===== src/rtl/bps_pkg.sv =====
// ============================================================================
// bps_pkg: shared types and constants of the beep pattern sequencer
// Step table geometry, field widths and transaction command codes.
// ============================================================================
package bps_pkg;

    // Step table depth
    localparam int MAX_STEPS = 10;

    // Fixed payload widths
    localparam int CMD_W   = 2;
    localparam int SLOT_W  = 4;
    localparam int FREQ_W  = 16;
    localparam int TICKS_W = 16;
    localparam int LEN_W   = 4;

    // Table address, step index and length widths derived from the depth
    localparam int ADDR_W  = (MAX_STEPS > 1) ? $clog2(MAX_STEPS) : 1;
    localparam int STEP_W  = $clog2(MAX_STEPS + 1);
    // Common width for comparing slots and lengths against MAX_STEPS
    localparam int CMP_W   = 8;

    // One table entry: frequency in the upper half, duration in the lower
    localparam int ENTRY_W = FREQ_W + TICKS_W;

    typedef enum logic [CMD_W-1:0] {
        CMD_TICK  = 2'd0,
        CMD_WRITE = 2'd1,
        CMD_START = 2'd2,
        CMD_NONE  = 2'd3
    } cmd_t;

    typedef struct packed {
        logic [FREQ_W-1:0]  freq;
        logic [TICKS_W-1:0] ticks;
    } entry_t;

endpackage


===== src/rtl/bps_in_if.sv =====
// ============================================================================
// bps_in_if: command channel of the beep pattern sequencer
// Valid/ready channel carrying one command transaction.
// ============================================================================
interface bps_in_if;
    logic                           valid;
    logic                           ready;
    logic [bps_pkg::CMD_W-1:0]      cmd;
    logic [bps_pkg::SLOT_W-1:0]     step_slot;
    logic [bps_pkg::FREQ_W-1:0]     step_freq;
    logic [bps_pkg::TICKS_W-1:0]    step_ticks;
    logic [bps_pkg::LEN_W-1:0]      pattern_length;

    modport source (
        output valid, cmd, step_slot, step_freq, step_ticks, pattern_length,
        input  ready
    );
    modport sink (
        input  valid, cmd, step_slot, step_freq, step_ticks, pattern_length,
        output ready
    );
endinterface


===== src/rtl/bps_out_if.sv =====
// ============================================================================
// bps_out_if: result channel of the beep pattern sequencer
// Valid/ready channel carrying one tone status transaction.
// ============================================================================
interface bps_out_if;
    logic                           valid;
    logic                           ready;
    logic [bps_pkg::FREQ_W-1:0]     tone_freq;
    logic                           playing;
    logic                           changed;

    modport source (
        output valid, tone_freq, playing, changed,
        input  ready
    );
    modport sink (
        input  valid, tone_freq, playing, changed,
        output ready
    );
endinterface


===== src/rtl/bps_ram.sv =====
// ============================================================================
// bps_ram: generic single-write, single-read synchronous RAM
// One write port and one read port; read data registered, held without read.
// ============================================================================
module bps_ram #(
    parameter int WIDTH = 32,
    parameter int DEPTH = 16
) (
    input  logic                                      clk,
    input  logic                                      we,
    input  logic [((DEPTH > 1) ? $clog2(DEPTH) : 1)-1:0] waddr,
    input  logic [WIDTH-1:0]                          wdata,
    input  logic                                      re,
    input  logic [((DEPTH > 1) ? $clog2(DEPTH) : 1)-1:0] raddr,
    output logic [WIDTH-1:0]                          rdata
);

    logic [WIDTH-1:0] mem [DEPTH];
    logic [WIDTH-1:0] rdata_reg;

    always_ff @(posedge clk)
    begin
        if (we)
        begin
            mem[waddr] <= wdata;
        end
        if (re)
        begin
            rdata_reg <= mem[raddr];
        end
    end

    assign rdata = rdata_reg;

endmodule


===== src/rtl/beep_pattern_sequencer_top.sv =====
// ============================================================================
// beep_pattern_sequencer_top: tone pattern sequencer
// Step table in RAM, read-modify pipeline updating the playback state.
// ============================================================================
//
//  Channel | Dir | Handshake   | Payload
//  --------+-----+-------------+------------------------------------------------
//  req     | in  | valid/ready | cmd, step_slot, step_freq, step_ticks,
//          |     |             | pattern_length
//  rsp     | out | valid/ready | tone_freq, playing, changed
//
//  One transaction per cycle sustained while rsp.ready stays high. Each result
//  passes the execute stage, whose table read is issued at acceptance, then the
//  result register. The RAM read port sets the latency: the entry a command
//  may load is read at acceptance, and the playback state is updated when the
//  command leaves the execute stage. Reset clears the playback state and the
//  pipeline valid flags; the table contents are undefined until written.
//  A stalled result holds the execute stage, and req.ready drops if it is full.
//
module beep_pattern_sequencer_top (
    input  logic       clk,
    input  logic       rst_n,
    bps_in_if.sink     req,
    bps_out_if.source  rsp
);

    localparam int STEP_W  = bps_pkg::STEP_W;
    localparam int ADDR_W  = bps_pkg::ADDR_W;
    localparam int CMP_W   = bps_pkg::CMP_W;
    localparam int FREQ_W  = bps_pkg::FREQ_W;
    localparam int TICKS_W = bps_pkg::TICKS_W;

    // ------------------------------------------------------------------------
    // Playback state
    // ------------------------------------------------------------------------
    logic [STEP_W-1:0]  length_reg,  length_next;
    logic [STEP_W-1:0]  step_reg,    step_next;
    logic [TICKS_W-1:0] ticks_reg,   ticks_next;
    logic               running_reg, running_next;
    logic [FREQ_W-1:0]  freq_reg,    freq_next;
    logic               changed;

    // Execute stage
    logic               s1_valid_reg, s1_valid_next;
    bps_pkg::cmd_t      s1_cmd_reg;
    logic [STEP_W-1:0]  s1_len_reg;
    logic               s1_adv;
    logic               s1_fire;

    // Result register
    logic               out_valid_reg;
    logic [FREQ_W-1:0]  out_freq_reg;
    logic               out_playing_reg;
    logic               out_changed_reg;

    // Acceptance and table access
    logic               accept;
    bps_pkg::cmd_t      in_cmd;
    logic [CMP_W-1:0]   in_len_ext;
    logic [CMP_W-1:0]   in_slot_ext;
    logic [STEP_W-1:0]  in_len_sat;
    logic [STEP_W-1:0]  rd_step;
    logic               rd_in_range;
    logic [ADDR_W-1:0]  rd_addr;
    logic               wr_en;
    logic [ADDR_W-1:0]  wr_addr;
    bps_pkg::entry_t    wr_entry;
    bps_pkg::entry_t    rd_entry;
    logic [STEP_W-1:0]  adv_step;

    // ------------------------------------------------------------------------
    // Handshake: the execute stage moves on whenever the result register is
    // free or being drained; take a new command whenever the stage frees up.
    // ------------------------------------------------------------------------
    assign s1_adv    = !out_valid_reg || rsp.ready;
    assign s1_fire   = s1_valid_reg && s1_adv;
    assign req.ready = !s1_valid_reg || s1_adv;
    assign accept    = req.valid && req.ready;

    assign in_cmd      = bps_pkg::cmd_t'(req.cmd);
    assign in_len_ext  = CMP_W'(req.pattern_length);
    assign in_slot_ext = CMP_W'(req.step_slot);
    // Saturate the pattern length to the table depth
    assign in_len_sat  = (in_len_ext > CMP_W'(bps_pkg::MAX_STEPS))
                         ? STEP_W'(bps_pkg::MAX_STEPS)
                         : in_len_ext[STEP_W-1:0];

    // ------------------------------------------------------------------------
    // Execute: apply the command in the stage to the playback state. The
    // table entry it may load arrives from the RAM read issued at acceptance.
    // ------------------------------------------------------------------------
    assign adv_step = step_reg + STEP_W'(1);

    always_comb
    begin
        length_next  = length_reg;
        step_next    = step_reg;
        ticks_next   = ticks_reg;
        running_next = running_reg;
        freq_next    = freq_reg;
        changed      = 1'b0;
        if (s1_fire)
        begin
            unique case (s1_cmd_reg)
                bps_pkg::CMD_TICK:
                begin
                    if (running_reg)
                    begin
                        changed = (ticks_reg == '0);
                        if (ticks_reg != '0)
                        begin
                            // count down the current step
                            ticks_next = ticks_reg - TICKS_W'(1);
                        end
                        else if (adv_step >= length_reg)
                        begin
                            // past the last step: stop
                            running_next = 1'b0;
                            freq_next    = '0;
                        end
                        else
                        begin
                            // advance and load the next step
                            step_next  = adv_step;
                            freq_next  = rd_entry.freq;
                            ticks_next = rd_entry.ticks;
                        end
                    end
                end
                bps_pkg::CMD_START:
                begin
                    length_next  = s1_len_reg;
                    step_next    = '0;
                    freq_next    = rd_entry.freq;
                    ticks_next   = rd_entry.ticks;
                    running_next = 1'b1;
                    changed      = 1'b1;
                end
                bps_pkg::CMD_WRITE,
                bps_pkg::CMD_NONE:
                begin
                    changed = 1'b0;
                end
                default:
                begin
                    changed = 1'b0;
                end
            endcase
        end
    end

    // ------------------------------------------------------------------------
    // Table access at acceptance. A tick may need the step after the one the
    // execute stage leaves behind; a start always needs entry 0. Writes land
    // at acceptance too, so every read sees all earlier writes in order.
    // ------------------------------------------------------------------------
    assign rd_step     = step_next + STEP_W'(1);
    assign rd_in_range = CMP_W'(rd_step) < CMP_W'(bps_pkg::MAX_STEPS);
    assign rd_addr     = (in_cmd == bps_pkg::CMD_START || !rd_in_range)
                         ? '0 : rd_step[ADDR_W-1:0];

    assign wr_en          = accept && (in_cmd == bps_pkg::CMD_WRITE)
                            && (in_slot_ext < CMP_W'(bps_pkg::MAX_STEPS));
    assign wr_addr        = in_slot_ext[ADDR_W-1:0];
    assign wr_entry.freq  = req.step_freq;
    assign wr_entry.ticks = req.step_ticks;

    bps_ram #(
        .WIDTH (bps_pkg::ENTRY_W),
        .DEPTH (bps_pkg::MAX_STEPS)
    ) u_step_ram (
        .clk   (clk),
        .we    (wr_en),
        .waddr (wr_addr),
        .wdata (wr_entry),
        .re    (accept),
        .raddr (rd_addr),
        .rdata (rd_entry)
    );

    // ------------------------------------------------------------------------
    // Registers
    // ------------------------------------------------------------------------
    always_comb
    begin
        s1_valid_next = s1_valid_reg;
        if (accept)
        begin
            s1_valid_next = 1'b1;
        end
        else if (s1_fire)
        begin
            s1_valid_next = 1'b0;
        end
    end

    always_ff @(posedge clk or negedge rst_n)
    begin
        if (!rst_n)
        begin
            length_reg    <= '0;
            step_reg      <= '0;
            ticks_reg     <= '0;
            running_reg   <= 1'b0;
            freq_reg      <= '0;
            s1_valid_reg  <= 1'b0;
            out_valid_reg <= 1'b0;
        end
        else
        begin
            length_reg   <= length_next;
            step_reg     <= step_next;
            ticks_reg    <= ticks_next;
            running_reg  <= running_next;
            freq_reg     <= freq_next;
            s1_valid_reg <= s1_valid_next;
            if (s1_fire)
            begin
                out_valid_reg <= 1'b1;
            end
            else if (rsp.ready)
            begin
                out_valid_reg <= 1'b0;
            end
        end
    end

    // Payload registers: capture the command into execute, the result out
    always_ff @(posedge clk)
    begin
        if (accept)
        begin
            s1_cmd_reg <= in_cmd;
            s1_len_reg <= in_len_sat;
        end
        if (s1_fire)
        begin
            out_freq_reg    <= running_next ? freq_next : '0;
            out_playing_reg <= running_next;
            out_changed_reg <= changed;
        end
    end

    assign rsp.valid     = out_valid_reg;
    assign rsp.tone_freq = out_freq_reg;
    assign rsp.playing   = out_playing_reg;
    assign rsp.changed   = out_changed_reg;

endmodule


===== src/flat_wrapper.sv =====
// flat-port wrapper written by rule: the top's interface ports become plain ports
module beep_pattern_sequencer_top_flat 
  (clk, rst_n, req_valid, req_cmd, req_step_slot, req_step_freq, req_step_ticks, req_pattern_length, req_ready, rsp_valid, rsp_tone_freq, rsp_playing, rsp_changed, rsp_ready);
  bps_in_if req_i ();
  bps_out_if rsp_i ();
  input  logic clk;
  input  logic rst_n;
  input wire logic [$bits(req_i.valid)-1:0] req_valid;
  input wire logic [$bits(req_i.cmd)-1:0] req_cmd;
  input wire logic [$bits(req_i.step_slot)-1:0] req_step_slot;
  input wire logic [$bits(req_i.step_freq)-1:0] req_step_freq;
  input wire logic [$bits(req_i.step_ticks)-1:0] req_step_ticks;
  input wire logic [$bits(req_i.pattern_length)-1:0] req_pattern_length;
  output wire logic [$bits(req_i.ready)-1:0] req_ready;
  output wire logic [$bits(rsp_i.valid)-1:0] rsp_valid;
  output wire logic [$bits(rsp_i.tone_freq)-1:0] rsp_tone_freq;
  output wire logic [$bits(rsp_i.playing)-1:0] rsp_playing;
  output wire logic [$bits(rsp_i.changed)-1:0] rsp_changed;
  input wire logic [$bits(rsp_i.ready)-1:0] rsp_ready;
  assign req_i.valid = req_valid;
  assign req_i.cmd = req_cmd;
  assign req_i.step_slot = req_step_slot;
  assign req_i.step_freq = req_step_freq;
  assign req_i.step_ticks = req_step_ticks;
  assign req_i.pattern_length = req_pattern_length;
  assign req_ready = req_i.ready;
  assign rsp_valid = rsp_i.valid;
  assign rsp_tone_freq = rsp_i.tone_freq;
  assign rsp_playing = rsp_i.playing;
  assign rsp_changed = rsp_i.changed;
  assign rsp_i.ready = rsp_ready;
  beep_pattern_sequencer_top u_core (.clk(clk), .rst_n(rst_n), .req(req_i), .rsp(rsp_i));
endmodule

===== config.mk =====
export PLATFORM = sky130hd
export DESIGN_NAME = beep_pattern_sequencer_top_flat
export DESIGN_NICKNAME = d
export VERILOG_FILES = /design/src/rtl/bps_pkg.sv /design/src/rtl/bps_in_if.sv /design/src/rtl/bps_out_if.sv /design/src/rtl/bps_ram.sv /design/src/rtl/beep_pattern_sequencer_top.sv /design/src/flat_wrapper.sv
export SDC_FILE = /design/constraint.sdc
export NUM_CORES = 1
export LEC_CHECK = 0
export ABC_AREA = 1
export BUFFER_PORTS_ARGS = -buffer_cell sky130_fd_sc_hd__buf_2
export CORE_ASPECT_RATIO = 0.75
export CORE_MARGIN = 2
export CORE_UTILIZATION = 55
export DETAILED_ROUTE_END_ITERATION = 10
export GPL_TIMING_DRIVEN = 0
export MAX_ROUTING_LAYER = met4
export PLACE_DENSITY_LB_ADDON = 0.12
export SLEW_MARGIN = 20
export SYNTH_ARGS = -nofsm -noshare
export SYNTH_HDL_FRONTEND = slang
export SYNTH_SLANG_ARGS = --single-unit

===== constraint.sdc =====
create_clock -name clk -period 4.6 [get_ports clk]
set_clock_uncertainty 0.15 [all_clocks]
set_input_delay 0.92 -clock clk [delete_from_list [all_inputs] [get_ports clk]]
set_output_delay 0.92 -clock clk [all_outputs]
set_load 0.02 [all_outputs]

* Word-level counts from Yosys, hierarchy flattened
Memory sizes are Yosys's and may differ from the RTL's. A register that Yosys moved wholly into a read port is not among the register bits.
Cells that the tools add are included.
** Cells by class
- Add/subtract/negate cells :: 3
- Multiply operators :: 0
- Div/mod/pow operators :: 0
- $lt $le $gt $ge :: 4
- Eq/ne operators :: 7
- Shift-type cells :: 0
- Mux-type cells :: 28
- Bitwise gates (word level) :: 0
- Reduce and logical (&&, ||, !) cells :: 19
** Operators by type and width (number)
- 16-bit 2-to-1 mux :: 7
- 16-bit one-hot mux with 2 select lines :: 2
- 4-bit 2-to-1 mux :: 5
- 16-bit logical NOT :: 1
- 16-bit nonzero test :: 1
- 16-bit by 1-bit subtractor with 16-bit output (second input constant) :: 1
- 1-bit 2-to-1 mux :: 11
- 4-bit by 1-bit adder with 4-bit output (second input constant) :: 2
- 4-bit less-than comparator (second input constant) :: 2
- 4-bit one-hot mux with 2 select lines :: 1
- 2-bit == test (second input constant) :: 3
- 2-bit nonzero test :: 3
- 2-bit by 1-bit == test with 1-bit output (second input constant) :: 2
- 4-bit >= comparator :: 1
- 4-bit greater-than comparator (second input constant) :: 1
- 1-bit logical AND :: 4
- 4-bit AND reduction :: 1
- 1-bit logical NOT :: 3
- 1-bit logical OR :: 3
- 3-bit by 2-bit != test with 1-bit output (second input constant) :: 1
- 1-bit one-hot mux with 3 select lines :: 1
- 2-bit logical NOT :: 1
- 2-bit by 1-bit != test with 1-bit output (second input constant) :: 1
- 1-bit one-hot mux with 2 select lines :: 1
- 2 further kinds :: 2
** Word-level totals
- Bits in registers :: 67
- Bits in latches :: 0
- Memory bits (writable) :: 320
- ROM bits :: 0
- Bits of input ports :: 46
- Output and inout bits :: 20
- Word-level logic and storage cells :: 74
- Memories :: 1
** Memories
- u_core.u_step_ram.mem :: depth 10, bits a word 32, read ports 1, clocked after Yosys merged registers in 1, write ports 1, RTL line bps_ram.sv:18 : logic [WIDTH-1:0] mem [DEPTH];

* Logic depth before layout (Yosys ltp)
Gate-level depths: netlist (run 1).
- Depth after elaboration :: 12
- Mapped depth :: 28
- Mapped depth without buffers :: 25

* Cells and area by module
Synthesis (run 1) repeated with hierarchy kept, for this count alone.
** Unflattened totals
- Cells, all modules :: 1690
- Area total of the unflattened synthesis :: 18096.1 µm²
** Modules (own cells, without submodules)
- bps_ram :: times used 1, cells an instance 1270, area an instance 14431.3 µm², seq. area each 10570.1 µm²
- beep_pattern_sequencer_top :: times used 1, cells an instance 420, area an instance 3664.8 µm², seq. area each 1796.7 µm²

* Worst setup path before layout (run 1)
No wires, ideal clock.
- Path type :: input to register
- Start :: input rsp_ready
- End :: memory u_core.u_step_ram.mem[9][0] (enable)
- Setup time :: 0.461 ns
- Arrival time :: 4.576 ns
- Required time :: 3.989 ns
- Setup slack :: -0.587 ns
- Stages on the path :: 6
- Buffers on the path :: 0
- Path through :: inv_2 nand3_1 nand2_1 inv_1 nand4_1 nor3_1
** On the way
- Longest elaborated chain between the ends :: 7
** Ends and longest elaborated chain
- from (decl) :: RTL line flat_wrapper.sv:19 : input wire logic [$bits(rsp_i.ready)-1:0] rsp_ready;
- 1-bit logical OR :: RTL line beep_pattern_sequencer_top.sv:75 : assign s1_adv = !out_valid_reg || rsp.ready;
- 1-bit logical OR :: RTL line beep_pattern_sequencer_top.sv:77 : assign req.ready = !s1_valid_reg || s1_adv;
- net req_ready :: RTL line flat_wrapper.sv:14 : output wire logic [$bits(req_i.ready)-1:0] req_ready;
- 1-bit logical AND :: RTL line beep_pattern_sequencer_top.sv:78 : assign accept = req.valid && req.ready;
- net u_core.accept :: RTL line beep_pattern_sequencer_top.sv:57 : logic accept;
- 1-bit logical AND :: RTL line beep_pattern_sequencer_top.sv:162 : assign wr_en = accept && (in_cmd == bps_pkg::CMD_WRITE)
- 1-bit logical AND :: RTL line beep_pattern_sequencer_top.sv:163 : && (in_slot_ext < CMP_W'(bps_pkg::MAX_STEPS));
- 1-bit 2-to-1 mux :: RTL line bps_ram.sv:23 : if (we)
- 1-bit 2-to-1 mux (implied by the code) :: RTL line bps_ram.sv:25 : mem[waddr] <= wdata;
- to (decl) :: RTL line bps_ram.sv:18
The timed path passes the listed nets, and every way through them passes these cells.

* Worst setup path in the final report (run 1)
- Start :: register u_core.step_reg[0]
- End :: register u_core.u_step_ram.rdata_reg[21], in the netlist u_core.u_step_ram.rdata[21] (read register of u_core.u_step_ram.mem), data pin
** On the way
- Longest elaborated chain between the ends :: 12
** Ends and longest elaborated chain
- from (decl) :: RTL line beep_pattern_sequencer_top.sv:37 : logic [STEP_W-1:0] step_reg, step_next;
- from (signal assigned) :: RTL line beep_pattern_sequencer_top.sv:212 : step_reg <= step_next;
- 4-bit by 1-bit adder with 4-bit output :: RTL line beep_pattern_sequencer_top.sv:92 : assign adv_step = step_reg + STEP_W'(1);
- 4-bit >= comparator :: RTL line beep_pattern_sequencer_top.sv:115 : else if (adv_step >= length_reg)
- 4-bit 2-to-1 mux :: RTL line beep_pattern_sequencer_top.sv:115
- 4-bit 2-to-1 mux :: RTL line beep_pattern_sequencer_top.sv:110 : if (ticks_reg != '0)
- 4-bit 2-to-1 mux :: RTL line beep_pattern_sequencer_top.sv:107 : if (running_reg)
- 4-bit one-hot mux with 2 select lines :: RTL line beep_pattern_sequencer_top.sv:104 : unique case (s1_cmd_reg)
- 4-bit 2-to-1 mux * :: RTL line beep_pattern_sequencer_top.sv:102 : if (s1_fire)
- net u_core.step_next[0] :: RTL line beep_pattern_sequencer_top.sv:37
- 4-bit by 1-bit adder with 4-bit output * :: RTL line beep_pattern_sequencer_top.sv:157 : assign rd_step = step_next + STEP_W'(1);
- 4-bit less-than comparator :: RTL line beep_pattern_sequencer_top.sv:158 : assign rd_in_range = CMP_W'(rd_step) < CMP_W'(bps_pkg::MAX_STEPS);
- 1-bit logical NOT :: RTL line beep_pattern_sequencer_top.sv:159 : assign rd_addr = (in_cmd == bps_pkg::CMD_START || !rd_in_range)
- 1-bit logical OR :: RTL line beep_pattern_sequencer_top.sv:159
- 4-bit 2-to-1 mux * :: RTL line beep_pattern_sequencer_top.sv:160 : ? '0 : rd_step[ADDR_W-1:0];
- to (decl) :: RTL line bps_ram.sv:19 : logic [WIDTH-1:0] rdata_reg;
Mark *: on every way through the listed nets, which the timed path passes. The rest lies on a longest branch.
A chain may end at the register's enable or synchronous reset.

==> results of run 1 <==
-- metal layers --
layer  share of wire  track usage
met3           0.098      0.06983
met4           0.021      0.07908
met2            0.45       0.4251
met5               0            -
met1            0.43       0.3835
-- per-stage QoR --
stage / setup WS (ns) / cell area (sq um) / total power (W) / util
6_report: 0.3102 / 21250 / 0.008618 / 0.6352
5_1_grt: -0.03221 / 21250 / 0.008921 / 0.6352
4_1_cts: 0.01090 / 21200 / 0.008641 / 0.6338
3_5_place_dp: -0.4403 / 19880 / 0.005368 / 0.5942
3_3_place_gp: -3.020 / 19490 / 0.005323 / 0.5827
2_1_floorplan: -0.5871 / 18600 / 0.005088 / -
-- final cells by class --
cell class / instances / area (sq um)
buffer: 102 / 535.5
antenna: 2 / 5.005
clock inverter: 13 / 86.33
tap: 450 / 563.0
inverter: 280 / 1051
sequential: 419 / 12370
fill: 2653 / 12200
multi-input combinational: 939 / 4752
timing repair buffer: 84 / 658.1
clock buffer: 63 / 1234
-- worst max-delay path, cell delays in order, from the launching register on --
cell and delay (ns):
dfrtp_1 0.44, ha_1 0.25, nor2_2 0.15, nor2_1 0.07, ha_1 0.26, nand2_1 0.06, inv_1 0.05, nand3_1 0.08
nand3_2 0.16, nor2_2 0.18, a21oi_1 0.12, nor2_4 0.17, buf_6 0.19, ha_1 0.18, inv_1 0.05, nand2_1 0.06
nand2_1 0.07, nand2_1 0.11, nand3_4 0.15, nand3_2 0.20, inv_2 0.10, buf_2 0.24, a21oi_1 0.17, nand2_1 0.07
nand3_1 0.11, nand2_1 0.16
-- repair_timing --
| item | CTS | global route |
|---|---|---|
| gates resized for setup | 3 | 8 |
| setup buffers | 0 | 2 |
| setup endpoints to repair | 32 | 32 |
| cloned | 0 | 0 |
| pin swaps | 1 | 1 |
-- power by group --
| group | internal, W | leakage, nW | switching [W] | total (W) |
|---|---|---|---|---|
| Sequential | 0.00438 | 3.94 | 0.000120 | 0.00450 |
| Clock | 0.00191 | 0.645 | 0.00141 | 0.00332 |
| Combinational | 0.000279 | 4.45 | 0.000526 | 0.000805 |
| Total | 0.00656 | 9.04 | 0.00205 | 0.00862 |
-- final timing paths --
kind                                                to  cells past startpoint  slack, ns                  from
max in group asynchronous          u_core.freq_reg[10]                      1       3.63                 rst_n
hold reg to reg                   u_core.length_reg[3]                      2       0.32  u_core.s1_len_reg[3]
setup reg to reg           u_core.u_step_ram.rdata[21]                     25       0.31    u_core.step_reg[0]
hold / removal                     u_core.ticks_reg[7]                      1       0.23                 rst_n
setup / recovery           u_core.u_step_ram.rdata[21]                     25       0.31    u_core.step_reg[0]
min in group clk                  u_core.length_reg[3]                      2       0.32  u_core.s1_len_reg[3]
-- cells by family after synthesis --
kind of cell | after synthesis | share of synthesized area
simple gates | 732 | 0.1803
flops | 419 | 0.6647
buf+inv | 382 | 0.08440
compound gates | 194 | 0.06302
fa+ha+maj | 7 | 0.004708
xor+xnor | 6 | 0.002825
-- placed cells by master, fill, tap and decap left out, types with 7 or more instances in the layout --
cell / count
inv_2: 10
nand2_1: 289
a32o_1: 14
ha_1: 7
buf_1: 17
buf_16: 9
o21ai_0: 28
nor2_2: 10
inv_1: 269
clkbuf_1: 47
dfrtp_1: 43
nand3_2: 7
edfxtp_1: 376
a21oi_1: 88
a31oi_1: 17
buf_4: 29
buf_2: 89
nand3_1: 114
clkbuf_16: 45
o211ai_1: 36
nor2_4: 10
nand4_1: 132
nor2_1: 154
==> metrics.cfg, run 1 <==
[clocking]
cts_tree = done
cts_sinks = 419
insertion_delay_ns = 0.55
clock-root-buffer = clkbuf_16
ctsLongestPathBuffers = 3
hold_buffers = 0
htreeDepth = 2
cts_buffers = 43
path_clk_slew_ns = 0.06

[route]
wl_per_cell_um = 20.24
dr.pass1.iters = 5
routed_via_density = 5.670
drc = 0
vias = 13340
antenna_left = 0
wl_um = 47620
dr.first_iter.drc_count = 1490

[synthesis]
synth_top_area_share = 0.6069
synth_nets = 1793
synth_top_flop_cell = edfxtp_1
yosysWarnings = 0
synth_common_cells = 376 x edfxtp_1, 291 x nand2_1, 270 x inv_1
ys_ff_latch = 419
syn_area_per_cell_sq_um = 10.69
yosysMostFrequentCell = edfxtp_1
ys_seq_area_frac = 0.6647
synthTopCellsByArea = edfxtp_1 61%, nand2_1 5.9%, dfrtp_1 5.8%
syn-instance-count = 1740
synth_area_leader_cell = edfxtp_1
async_flop_share = 0.1026
synth_area_sq_um = 18600
synth_edf_count = 376
synth_cell_type_count = 37

[sta]
setup_violations = 0
period_share = 0.9326
period_minus_slack_ns = 4.290
max_clock_freq_mhz = 233.1
relSlewSlack = 0.4192
rsz0062_at_grt = yes
hold_viol_final = 0
final.setup.tns_ns = 0
holdWs_ns = 0.2289
slew_violations = 0
worstMarginPinSlew_ns = 0.8712

[global_route]
grt_start_max_net_pins = 44
overflow = 0
grt_pass1_wl_um = 72840
grt_usage = 0.2817
antenna_found_initial = 2
grt_pass1_vias = 12870

[worst_setup_path]
crit_type = reg2reg
startpoint_type = register
cp-end-kind = register
crit_arrival_ns = 4.40
critPathMaxFanout = 11
worstPathRequired_ns = 4.71

[die]
ios = 66
num_rows = 58
die_h_um = 163.3
die_x_um = 216.4
dieArea_sq_um = 35330
core_area_sq_um = 33450
initial_utilization = 0.5561

[placement]
place.gp.congestion = 0.8877
place_inst = 2272
dp_hpwl_um = 32900
portBuffers = 65

[cells_and_area]
syn_to_final_growth_pct = 14.23
largest_reg_flops = 320
nNetsFinal = 1922
drive_above_1_share = 0.1268
final_cells = 2352

[min_path]
hold_class = in2async

[power]
p_per_area_nw_per_um2 = 405.5
p_leak_nw = 9.039
vdd_drop_max_uv = 331.4

[job]
cap_violations = 0

[status]
outcome = finished clean

(Power assumes the default switching activity.)
==> inputs of run 2 (changes only) <==
Clock period 4.6 ns to 4.2 ns, I/O delays scaled along.
==> metrics.cfg, run 2 (synthesis gave the netlist of run 1 again) <==
[route]
wl_per_cell_um = 21.16  ; +4.5%
antenna_left = 0  ; unchanged
routed_via_density = 5.771  ; +1.8%
drc = 0  ; unchanged
vias = 13610  ; +2.1%
dr.first_iter.drc_count = 1757  ; +18%
dr.pass1.iters = 6  ; +1
wl_um = 49920  ; +4.8%

[placement]
post-place-ws_ns = -0.8279  ; -0.3876 ns
place.gp.congestion = 0.8372  ; -5.7%
place_inst = 2272  ; unchanged
dp_hpwl_um = 33540  ; +1.9%
portBuffers = 65  ; unchanged

[status]
outcome = finished clean

[sta]
worstMarginPinSlew_ns = 0.7798  ; -0.09139 ns
setup_violations = 0  ; unchanged
worst_slack_ns = 0.1683  ; -0.1419 ns
holdWs_ns = 0.1387  ; -0.09019 ns
relSlewSlack = 0.4801  ; +0.06093
slew_violations = 0  ; unchanged
hold_viol_final = 0  ; unchanged
period_share = 0.9599  ; +0.02735
period_minus_slack_ns = 4.032  ; -0.2581 ns
max_clock_freq_mhz = 248.0  ; +6.4%

[global_route]
antenna_found_initial = 3  ; +1
grt_pass1_wl_um = 75350  ; +3.5%
grt_start_max_net_pins = 44  ; unchanged
overflow = 0  ; unchanged
grt_usage = 0.2917  ; +0.01001
grt_pass1_vias = 12930  ; +0.49%

[cells_and_area]
final_common_cell = edfxtp_1
nNetsFinal = 1928  ; +0.31%
final_cell_mix = 376 x edfxtp_1, 278 x nand2_1, 269 x inv_1, 153 x nor2_1, 132 x nand4_1
multiInputGateArea_sq_um = 4896  ; +3.0%
syn_to_final_growth_pct = 15.83
drive_above_1_share = 0.1490  ; +0.02216
largest_reg_flops = 320  ; unchanged
finish.utilization = 0.6441  ; +0.008864
regArea_sq_um = 12370  ; about the same
final_cells = 2359  ; +0.30%
nFillCells = 2620  ; -1.2%

[die]
num_rows = 58  ; unchanged
die_h_um = 163.3  ; unchanged
initial_utilization = 0.5561  ; unchanged
core_area_sq_um = 33450  ; unchanged
dieArea_sq_um = 35330  ; unchanged
ios = 66  ; unchanged
die_x_um = 216.4  ; unchanged

[min_path]
hold_class = in2async

[clocking]
hold_buffers = 0  ; unchanged
clock-root-buffer = clkbuf_16
htreeDepth = 2  ; unchanged
cts_sinks = 419  ; unchanged
path_clk_slew_ns = 0.06  ; about the same
insertion_delay_ns = 0.56  ; about the same
cts_buffers = 41  ; -4.7%
ctsLongestPathBuffers = 3  ; unchanged
cts_tree = done

[power]
vdd_drop_max_uv = 370.0  ; +12%
power.total_w = 0.009432  ; +9.4%
p_per_area_nw_per_um2 = 437.7  ; +7.9%
p_leak_nw = 9.146  ; +1.2%

[worst_setup_path]
cp-end-kind = register
startpoint_type = register
critPathMaxFanout = 10  ; -1
crit_type = reg2reg
worstPathRequired_ns = 4.31  ; -0.40 ns
crit_arrival_ns = 4.14  ; -0.26 ns

[job]
cap_violations = 0  ; unchanged

==> run 2: per-layer routing <==
layer,up-vias,share of wire,track usage
met5,-,0,-
met4,0,0.025,0.08811
met3,102,0.097,0.05996
met2,662,0.45,0.4352
met1,6595,0.43,0.4076
li1,6255,-,-
==> run 2: stage by stage <==
stage	area [sq um]	TNS, ns
3_5_place_dp	19870	-19.89
6_report	21550	0
3_3_place_gp	19510	-476.33
5_1_grt	21550	-0.07190
4_1_cts	21180	0
2_1_floorplan	18620	-58.04
==> run 2: timing repair <==
action,4_1_cts,5_1_grt
gates resized for setup,11,89
endpoints found under the hold margin,0,0
pin swaps,1,10
cloned,0,1
setup endpoints to repair,32,32
buffers inserted,1,8
==> run 2: power by group <==
group | total, W | internal [W] | switching [W] | leakage, nW
clock | 0.00357 | 0.00200 | 0.00158 | 0.621
sequential | 0.00493 | 0.00479 | 0.000137 | 3.94
combinational | 0.000928 | 0.000325 | 0.000603 | 4.59
total | 0.00943 | 0.00712 | 0.00232 | 9.15
==> run 2: area by class of cell <==
| cell class | count | share of cell area |
|---|---|---|
| tap | 450 | 0.02613 |
| clock buffer | 54 | 0.05185 |
| multi-input combinational | 939 | 0.2272 |
| timing repair buffer | 92 | 0.03437 |
| sequential | 419 | 0.5740 |
| buffer | 102 | 0.03031 |
| antenna | 3 | 0.0003484 |
| inverter | 280 | 0.04877 |
| clock inverter | 20 | 0.007026 |
==> run 2: critical path, stage by stage (launching register included) <==
cell and delay [ns]:
dfrtp_1 0.42, nand3_1 0.14, xnor2_2 0.20, ha_1 0.28, a21oi_1 0.23, nand3_4 0.15, nor2_4 0.14, nand3_1 0.10
nand2_2 0.10, nor2_4 0.05, buf_4 0.19, inv_2 0.12, buf_2 0.27, buf_1 0.50, nand4_1 0.25, a21oi_2 0.17
nand2_1 0.07, nand3_1 0.09, nand2_2 0.12
==> run 2: worst paths after layout <==
path                                            from                          end  slack [ns]  depth (start not counted)
worst max-delay path              u_core.step_reg[2]  u_core.u_step_ram.rdata[14]        0.17                         18
worst min-delay path                           rst_n         u_core.ticks_reg[13]        0.14                          1
worst max register to register    u_core.step_reg[2]  u_core.u_step_ram.rdata[14]        0.17                         18
worst min register to register  u_core.s1_len_reg[3]         u_core.length_reg[3]        0.31                          2
max in group asynchronous                      rst_n           u_core.step_reg[0]        3.30                          1
min in group clk                u_core.s1_len_reg[3]         u_core.length_reg[3]        0.31                          2
